## src/hdl/scrf_pkg.sv

```systemverilog
// Shared widths, access codes and register constants for the serial controller register file.
`default_nettype none

package scrf_pkg;

    localparam int ADDR_W  = 32;
    localparam int DATA_W  = 8;
    localparam int CNT_W   = 32;
    localparam int PTR_W   = 4;
    localparam int NUM_CH  = 2;
    localparam int REGS_PER_CH = 1 << PTR_W;
    localparam int NUM_REGS    = NUM_CH * REGS_PER_CH;
    localparam int REG_IDX_W   = $clog2(NUM_REGS);

    // offset bits that steer an access
    localparam int OFF_CH_BIT   = 1;
    localparam int OFF_DATA_BIT = 2;

    localparam logic MODE_READ  = 1'b0;
    localparam logic MODE_WRITE = 1'b1;

    localparam logic CH_A = 1'b1;
    localparam logic CH_B = 1'b0;

    localparam logic [PTR_W-1:0] PTR_RR0       = 4'd0;
    localparam logic [PTR_W-1:0] PTR_RR1       = 4'd1;
    localparam logic [PTR_W-1:0] PTR_RESET_REG = 4'd9;

    localparam logic [DATA_W-1:0] RR0_VALUE = 8'h04;
    localparam logic [DATA_W-1:0] RR1_VALUE = 8'h01;

    // reset command in bits 7-6 of register 9
    typedef enum logic [1:0] {
        RST_NONE  = 2'b00,
        RST_CH_B  = 2'b01,
        RST_CH_A  = 2'b10,
        RST_HW    = 2'b11
    } reset_cmd_t;

endpackage

`default_nettype wire

```

## src/hdl/serial_controller_register_file.sv

```systemverilog
// Two-channel serial controller register file, bus side, one access per clock while the output is drained.
//
//  channel   handshake            payload
//  -------   ------------------   ---------------------------------------------------
//  config    cfg_write_en         cfg_write_data (base address)
//  input     in_valid / in_ready  mode, bus_address, write_data
//  output    out_valid/out_ready  read_data, read_idle, tx_count, poll_count, write_count
//
// An access is captured in an input register and resolved into the result register
// when the result register is free or being drained, one access per cycle
// sustained while the output is drained. The result register is the only stall point;
// while it is held the input register holds one more access. Reset clears the
// pointers, all write registers and the counters at once.
`default_nettype none

module serial_controller_register_file #(
    parameter int ADDR_W = scrf_pkg::ADDR_W,
    parameter int DATA_W = scrf_pkg::DATA_W,
    parameter int CNT_W  = scrf_pkg::CNT_W
) (
    input  wire logic              clk,
    input  wire logic              rst_n,

    input  wire logic              cfg_write_en,
    input  wire logic [ADDR_W-1:0] cfg_write_data,

    input  wire logic              in_valid,
    output logic                   in_ready,
    input  wire logic              mode,
    input  wire logic [ADDR_W-1:0] bus_address,
    input  wire logic [DATA_W-1:0] write_data,

    output logic                   out_valid,
    input  wire logic              out_ready,
    output logic [DATA_W-1:0]      read_data,
    output logic                   read_idle,
    output logic [CNT_W-1:0]       tx_count,
    output logic [CNT_W-1:0]       poll_count,
    output logic [CNT_W-1:0]       write_count
);

    localparam int PTR_W     = scrf_pkg::PTR_W;
    localparam int NUM_CH    = scrf_pkg::NUM_CH;
    localparam int NUM_REGS  = scrf_pkg::NUM_REGS;
    localparam int PER_CH    = scrf_pkg::REGS_PER_CH;
    localparam int IDX_W     = scrf_pkg::REG_IDX_W;

    logic [ADDR_W-1:0] base_reg;

    logic              in_vld_reg;
    logic              mode_reg;
    logic [ADDR_W-1:0] addr_reg;
    logic [DATA_W-1:0] wdata_reg;

    logic [PTR_W-1:0]  ptr_reg  [NUM_CH];
    logic [PTR_W-1:0]  ptr_next [NUM_CH];
    logic [DATA_W-1:0] wr_reg   [NUM_REGS];
    logic [DATA_W-1:0] wr_next  [NUM_REGS];
    logic [CNT_W-1:0]  tx_reg, tx_next;
    logic [CNT_W-1:0]  poll_reg, poll_next;
    logic [CNT_W-1:0]  store_reg, store_next;

    logic              out_vld_reg;
    logic [DATA_W-1:0] rd_reg, rd_next;
    logic              idle_reg, idle_next;

    logic              advance;
    logic [ADDR_W-1:0] offset;
    logic              ch;
    logic              is_data;
    logic [PTR_W-1:0]  cur_ptr;
    logic [IDX_W-1:0]  reg_idx;
    scrf_pkg::reset_cmd_t rst_cmd;

    assign advance  = in_vld_reg && (!out_vld_reg || out_ready);
    assign in_ready = !in_vld_reg || advance;

    assign offset  = addr_reg - base_reg;
    assign ch      = offset[scrf_pkg::OFF_CH_BIT];
    assign is_data = offset[scrf_pkg::OFF_DATA_BIT];
    assign cur_ptr = ptr_reg[ch];
    assign reg_idx = {ch, cur_ptr};
    assign rst_cmd = scrf_pkg::reset_cmd_t'(wdata_reg[DATA_W-1 -: 2]);

    always_comb
    begin
        ptr_next   = ptr_reg;
        wr_next    = wr_reg;
        tx_next    = tx_reg;
        poll_next  = poll_reg;
        store_next = store_reg;
        rd_next    = '0;
        idle_next  = 1'b0;

        if (mode_reg == scrf_pkg::MODE_WRITE)
        begin
            if (is_data)
            begin
                tx_next = tx_reg + CNT_W'(1);
            end
            else if (cur_ptr == scrf_pkg::PTR_RR0)
            begin
                ptr_next[ch] = wdata_reg[PTR_W-1:0];
            end
            else
            begin
                ptr_next[ch]     = '0;
                wr_next[reg_idx] = wdata_reg;
                store_next       = store_reg + CNT_W'(1);
                if (cur_ptr == scrf_pkg::PTR_RESET_REG)
                begin
                    // a hardware reset, or a reset of the written channel, wipes the byte just stored as well
                    unique case (rst_cmd)
                        scrf_pkg::RST_HW:
                        begin
                            for (int i = 0; i < NUM_REGS; i++)
                                wr_next[i] = '0;
                            for (int c = 0; c < NUM_CH; c++)
                                ptr_next[c] = '0;
                        end
                        scrf_pkg::RST_CH_A:
                        begin
                            for (int i = 0; i < PER_CH; i++)
                                wr_next[int'(scrf_pkg::CH_A) * PER_CH + i] = '0;
                        end
                        scrf_pkg::RST_CH_B:
                        begin
                            for (int i = 0; i < PER_CH; i++)
                                wr_next[int'(scrf_pkg::CH_B) * PER_CH + i] = '0;
                        end
                        scrf_pkg::RST_NONE:
                        begin
                        end
                        default:
                        begin
                        end
                    endcase
                end
            end
        end
        else if (!is_data)
        begin
            ptr_next[ch] = '0;
            if (cur_ptr == scrf_pkg::PTR_RR0)
            begin
                poll_next = poll_reg + CNT_W'(1);
                rd_next   = scrf_pkg::RR0_VALUE;
            end
            else if (cur_ptr == scrf_pkg::PTR_RR1)
            begin
                rd_next = scrf_pkg::RR1_VALUE;
            end
            else
            begin
                rd_next = wr_reg[reg_idx];
            end
            idle_next = !rd_next[0];
        end
    end

    always_ff @(posedge clk or negedge rst_n)
    begin
        if (!rst_n)
        begin
            base_reg    <= '0;
            in_vld_reg  <= 1'b0;
            out_vld_reg <= 1'b0;
            tx_reg      <= '0;
            poll_reg    <= '0;
            store_reg   <= '0;
            for (int c = 0; c < NUM_CH; c++)
                ptr_reg[c] <= '0;
            for (int i = 0; i < NUM_REGS; i++)
                wr_reg[i] <= '0;
        end
        else
        begin
            if (cfg_write_en)
                base_reg <= cfg_write_data;

            if (in_ready)
                in_vld_reg <= in_valid;

            if (advance)
            begin
                out_vld_reg <= 1'b1;
                ptr_reg     <= ptr_next;
                wr_reg      <= wr_next;
                tx_reg      <= tx_next;
                poll_reg    <= poll_next;
                store_reg   <= store_next;
            end
            else if (out_ready)
            begin
                out_vld_reg <= 1'b0;
            end
        end
    end

    // payload registers, no reset
    always_ff @(posedge clk)
    begin
        if (in_ready && in_valid)
        begin
            mode_reg  <= mode;
            addr_reg  <= bus_address;
            wdata_reg <= write_data;
        end
        if (advance)
        begin
            rd_reg   <= rd_next;
            idle_reg <= idle_next;
        end
    end

    assign out_valid   = out_vld_reg;
    assign read_data   = rd_reg;
    assign read_idle   = idle_reg;
    assign tx_count    = tx_reg;
    assign poll_count  = poll_reg;
    assign write_count = store_reg;

endmodule

`default_nettype wire
```

## config.mk

```make
export PLATFORM = sky130hd
export DESIGN_NAME = serial_controller_register_file
export DESIGN_NICKNAME = d
export VERILOG_FILES = /design/src/hdl/scrf_pkg.sv /design/src/hdl/serial_controller_register_file.sv
export SDC_FILE = /design/constraint.sdc
export NUM_CORES = 1
export LEC_CHECK = 0
export BUFFER_PORTS_ARGS = -buffer_cell sky130_fd_sc_hd__clkbuf_2
export CAP_MARGIN = 20
export CORE_MARGIN = 2
export CORE_UTILIZATION = 50
export DETAILED_ROUTE_END_ITERATION = 6
export PLACE_DENSITY = 0.72
export REMOVE_ABC_BUFFERS = 1
export SLEW_MARGIN = 15
export SYNTH_ARGS = -nofsm -noshare
export SYNTH_HDL_FRONTEND = slang
export SYNTH_SLANG_ARGS = --single-unit
```

## constraint.sdc

```tcl
create_clock -name clk -period 2.9 [get_ports clk]
set_input_delay 0.435 -clock clk [delete_from_list [all_inputs] [get_ports clk]]
set_output_delay 0.435 -clock clk [all_outputs]
set_load 0.1 [all_outputs]
```

==> flow_summary.ini <==
[critical_path]
reg2reg_setup_slack_ps = -250
worstPathMaxFanout = 18
r2r-start = addr_reg[0]$_DFFE_PP_
startpoint_type = flop
endpoint_kind = flop
critical_path_required_ps = 3170
worstReg2RegEnd = read_data[4]$_SDFFCE_PP0P_
worstPathArrival_ps = 3420
worst_r2r_path_depth = 12
critical_path_class = reg -> reg

[clock_network]
clkSlewWorstSetupHoldPaths_ps = 60
clk_root_buffer_cell = sky130_fd_sc_hd__clkbuf_16
cts_inserted_buffers = 42
cts.htree.levels = 2
ctsLongestPathBuffers = 3
cts_sinks = 383
tritoncts_clock_tree = built
worst_skew_pair.late_latency_ps = 560

[global_routing]
grt_pass1_vias = 14690
number_of_antenna_violations_at_the_first_check_in_global_routing = 0
gr-total-overflow = 0
grt_util_all_layers_pct = 28.86
grt_max_degree = 80
grt_first_pass_wirelength_mm = 85.97

[synthesis]
synth.area.top_cells = sky130_fd_sc_hd__dfrtp_1 49%, sky130_fd_sc_hd__mux2i_1 11%, sky130_fd_sc_hd__nand2_1 3.7%, sky130_fd_sc_hd__xnor2_1 3.7%, sky130_fd_sc_hd__nor2_1 3.5%
synth_common_cells = 362 x sky130_fd_sc_hd__dfrtp_1, 203 x sky130_fd_sc_hd__mux2i_1, 180 x sky130_fd_sc_hd__nand2_1, 170 x sky130_fd_sc_hd__nor2_1, 87 x sky130_fd_sc_hd__a21oi_1
synth_cells = 1697
yosysTopAreaCell = sky130_fd_sc_hd__dfrtp_1
ys_async_sr_fraction_pct = 94.52
synth-seq-cells = 383
synth_sequential_area_ratio_pct = 52.79
ys_dominant_reg_cell = sky130_fd_sc_hd__dfrtp_1
synth_warnings = 0
mapped_area_um2 = 18350
synth.avg_cell_area_um2 = 10.82
synth.top_cell.area_share_pct = 49.36
yosysMostFrequentCell = sky130_fd_sc_hd__dfrtp_1
count_of_flip_flops_with_a_built_in_enable_after_synthesis = 21
synth_cell_type_count = 72

[sta]
worst_slew_pin_slew_ps = 680.5
rsz0062_at_grt = yes
relSlewSlack_pct = 54.63
setup_skew_ps = 13.88
clock.fmax_mhz = 317.3
final_max_slew_viol_count = 0
period_needed_ps = 3152
report.final.hold_viol_count = 0
setup-violations-final = 294
share_of_the_cycle_needed_by_the_critical_path_after_routing_pct = 108.7
setup_ws_ps = -251.9

[power]
power.share.clock_pct = 30.7
power.total_uw = 17280
switching_power_uw = 6167
netSwitchingFraction_pct = 35.68
powerDensity_nw_per_um2 = 708.8
power_frac_seq_pct = 36.8
vdd_drop_max_mv = 0.4656
leakagePower_uw = 0.01080
internal_power_component_uw = 11120
comb_power_share_pct = 32.5

[drt]
drt_pre_antenna_iters = 7
num_vias = 15130
route.antenna.remaining_nets = 0
post_drt_via_cell_ratio = 5.985
drc_errors = 7
drtIter0Drc = 1434
postRouteWirelength_mm = 57.38
routed_wirelength_normalized_by_instance_count_um = 22.71

[final_layout]
area_delta_synth_final_pct = 32.85
layout.cell_area.non_filler_um2 = 24380
final_core_util_pct = 67.08
area.sequential_um2 = 9689
final.fill_count = 2602
largest_register_ff_count = 253
design.final.nets = 2108
antenna_cells = 0
final_layout_size_suffix_gt1_share_pct = 32.20
fin_cells = 2527
multi_input_area_um2 = 8742

[floorplanning]
die-area_um2 = 38260
num_io_pins = 185
die_y_um = 195.6
core_area_um2 = 36350
initial_core_util_pct = 50.50
core.rowCount = 70
die_width_um = 195.6

[flow_run]
maxcap_violations = 0

[hold_path]
holdCritStartpoint = write_data[1]
hold_end = wdata_reg[1]$_DFFE_PP_
hold-path-cell-count = 1
worst_hold_path_type = in -> reg

[place]
buffer_ports.inserted = 126
dp_cells = 2375
postPlaceCellArea_um2 = 21100
gpl_wtd_cong = 0.9360
detailedPlacementHpwl_mm = 35.16
dp_slack_ps = -694.6

[outcome]
violations = design-rule violations, negative setup slack
run_status = complete, but fails checks
## area by class of cell
cell class	count	area share [%]
well taps	468	2.401
inverters	8	0.1232
clock buffers	54	4.705
multi-input cells	1201	35.85
clock inverters	23	0.8159
flip-flops and latches	383	39.74
repair buffers	390	16.36
## cell families (layout without fill, tap and decap cells)
kind of cell | count (synthesis) | in the layout | share of synthesized area [%]
buf+inv | 116 | 475 | 3.136
fa+ha+maj | 4 | 4 | 0.3136
simple gates | 627 | 630 | 17.97
flops | 383 | 383 | 52.79
mux | 212 | 212 | 11.62
xor+xnor | 95 | 95 | 4.697
compound gates | 260 | 260 | 9.469
## worst max-delay path, stage by stage, from the launching register on
cell and delay (ps):
sky130_fd_sc_hd__edfxtp_1 410, sky130_fd_sc_hd__nor2b_4 130, sky130_fd_sc_hd__fa_2 500, sky130_fd_sc_hd__buf_12 180
sky130_fd_sc_hd__buf_8 120, sky130_fd_sc_hd__and3b_1 170, sky130_fd_sc_hd__or2_4 270, sky130_fd_sc_hd__buf_12 180
sky130_fd_sc_hd__buf_4 160, sky130_fd_sc_hd__a22oi_2 140, sky130_fd_sc_hd__a21oi_2 100, sky130_fd_sc_hd__nor4_4 330
sky130_fd_sc_hd__a31oi_1 160
## power by group through the flow
| stage | Clock, uW | Sequential [uW] | Combinational [uW] |
|---|---|---|---|
| 2_1_floorplan | 0 | 6900 | 1820 |
| 3_3_place_gp | 0 | 6360 | 4560 |
| 3_5_place_dp | 0 | 6380 | 4600 |
| 4_1_cts | 5340 | 6320 | 5190 |
| 5_1_grt | 5570 | 6400 | 5850 |
| 6_report | 5300 | 6360 | 5620 |
## what timing repair did
item                                   4_1_cts  5_1_grt
setup buffers                               20       26
resized for setup                          107       96
setup endpoints to repair                  304      315
hold buffers                                 1        0
pin swaps                                   32       27
cloned                                      12       21
endpoints found under the hold margin       74        0
## through the flow
| stage | hold WS [ps] | setup TNS, ps |
|---|---|---|
| floorplan | 139.4 | -900080 |
| global placement | 459.7 | -46350 |
| detailed placement | 465.3 | -55700 |
| CTS | 45.09 | -24340 |
| global route | 50.39 | -55070 |
| finish | 61.75 | -37840 |
## metal layers
layer | part of all wire (%) | vias to the layer above | global-route usage, %
met5 | 0 | - | 0
met1 | 42 | 7546 | 40.15
met2 | 46 | 740 | 44.96
li1 | - | 6686 | -
met3 | 7.6 | 153 | 4.750
met4 | 4.2 | 0 | 12.44
## layout by cell type (no fill, tap or decap), types with 7 or more instances in the layout
cell | netlist | layout
sky130_fd_sc_hd__a31oi_1 | 11 | 10
sky130_fd_sc_hd__clkbuf_16 | 0 | 59
sky130_fd_sc_hd__clkbuf_1 | 48 | 8
sky130_fd_sc_hd__nor2_2 | 52 | 61
sky130_fd_sc_hd__buf_12 | 1 | 59
sky130_fd_sc_hd__nand2_1 | 180 | 174
sky130_fd_sc_hd__and3_1 | 17 | 14
sky130_fd_sc_hd__a21oi_1 | 87 | 75
sky130_fd_sc_hd__xor2_1 | 16 | 16
sky130_fd_sc_hd__nor2b_1 | 18 | 14
sky130_fd_sc_hd__buf_4 | 15 | 145
sky130_fd_sc_hd__nor3_4 | 15 | 17
sky130_fd_sc_hd__nand3_1 | 58 | 54
sky130_fd_sc_hd__a21oi_2 | 0 | 11
sky130_fd_sc_hd__o21ai_0 | 34 | 31
sky130_fd_sc_hd__buf_6 | 2 | 27
sky130_fd_sc_hd__mux2_2 | 9 | 7
sky130_fd_sc_hd__a22oi_2 | 0 | 22
sky130_fd_sc_hd__nor3_1 | 9 | 9
sky130_fd_sc_hd__edfxtp_1 | 21 | 21
sky130_fd_sc_hd__nand4_1 | 30 | 30
sky130_fd_sc_hd__and2_1 | 10 | 9
sky130_fd_sc_hd__buf_16 | 0 | 10
sky130_fd_sc_hd__nor2_4 | 7 | 15
sky130_fd_sc_hd__xnor2_1 | 77 | 73
sky130_fd_sc_hd__a221oi_1 | 14 | 12
sky130_fd_sc_hd__inv_1 | 8 | 8
sky130_fd_sc_hd__dfrtp_1 | 362 | 362
sky130_fd_sc_hd__and4_1 | 14 | 13
sky130_fd_sc_hd__mux2i_1 | 203 | 197
sky130_fd_sc_hd__a22oi_1 | 60 | 38
sky130_fd_sc_hd__nor2_1 | 170 | 153
sky130_fd_sc_hd__clkinv_2 | 0 | 13
sky130_fd_sc_hd__buf_8 | 0 | 7
sky130_fd_sc_hd__clkbuf_2 | 0 | 125
sky130_fd_sc_hd__o22ai_1 | 7 | 7
## how the worst max path moves through the flow
stage                             from                         end  slack (ps)  cells past startpoint
3_5_place_dp   base_reg[0]$_DFFE_PN0P_  read_data[5]$_SDFFCE_PP0P_        -690                     12
5_1_grt          addr_reg[0]$_DFFE_PP_  read_data[0]$_SDFFCE_PP0P_        -310                     11
6_report         addr_reg[0]$_DFFE_PP_  read_data[4]$_SDFFCE_PP0P_        -250                     12
4_1_cts          addr_reg[0]$_DFFE_PP_  read_data[5]$_SDFFCE_PP0P_        -210                     12
2_1_floorplan  base_reg[0]$_DFFE_PN0P_     wr_reg[100]$_DFFE_PN0P_       -4440                      7
3_3_place_gp     addr_reg[0]$_DFFE_PP_  read_data[5]$_SDFFCE_PP0P_        -650                     12
Note: power is estimated with default switching activity, not from simulation.
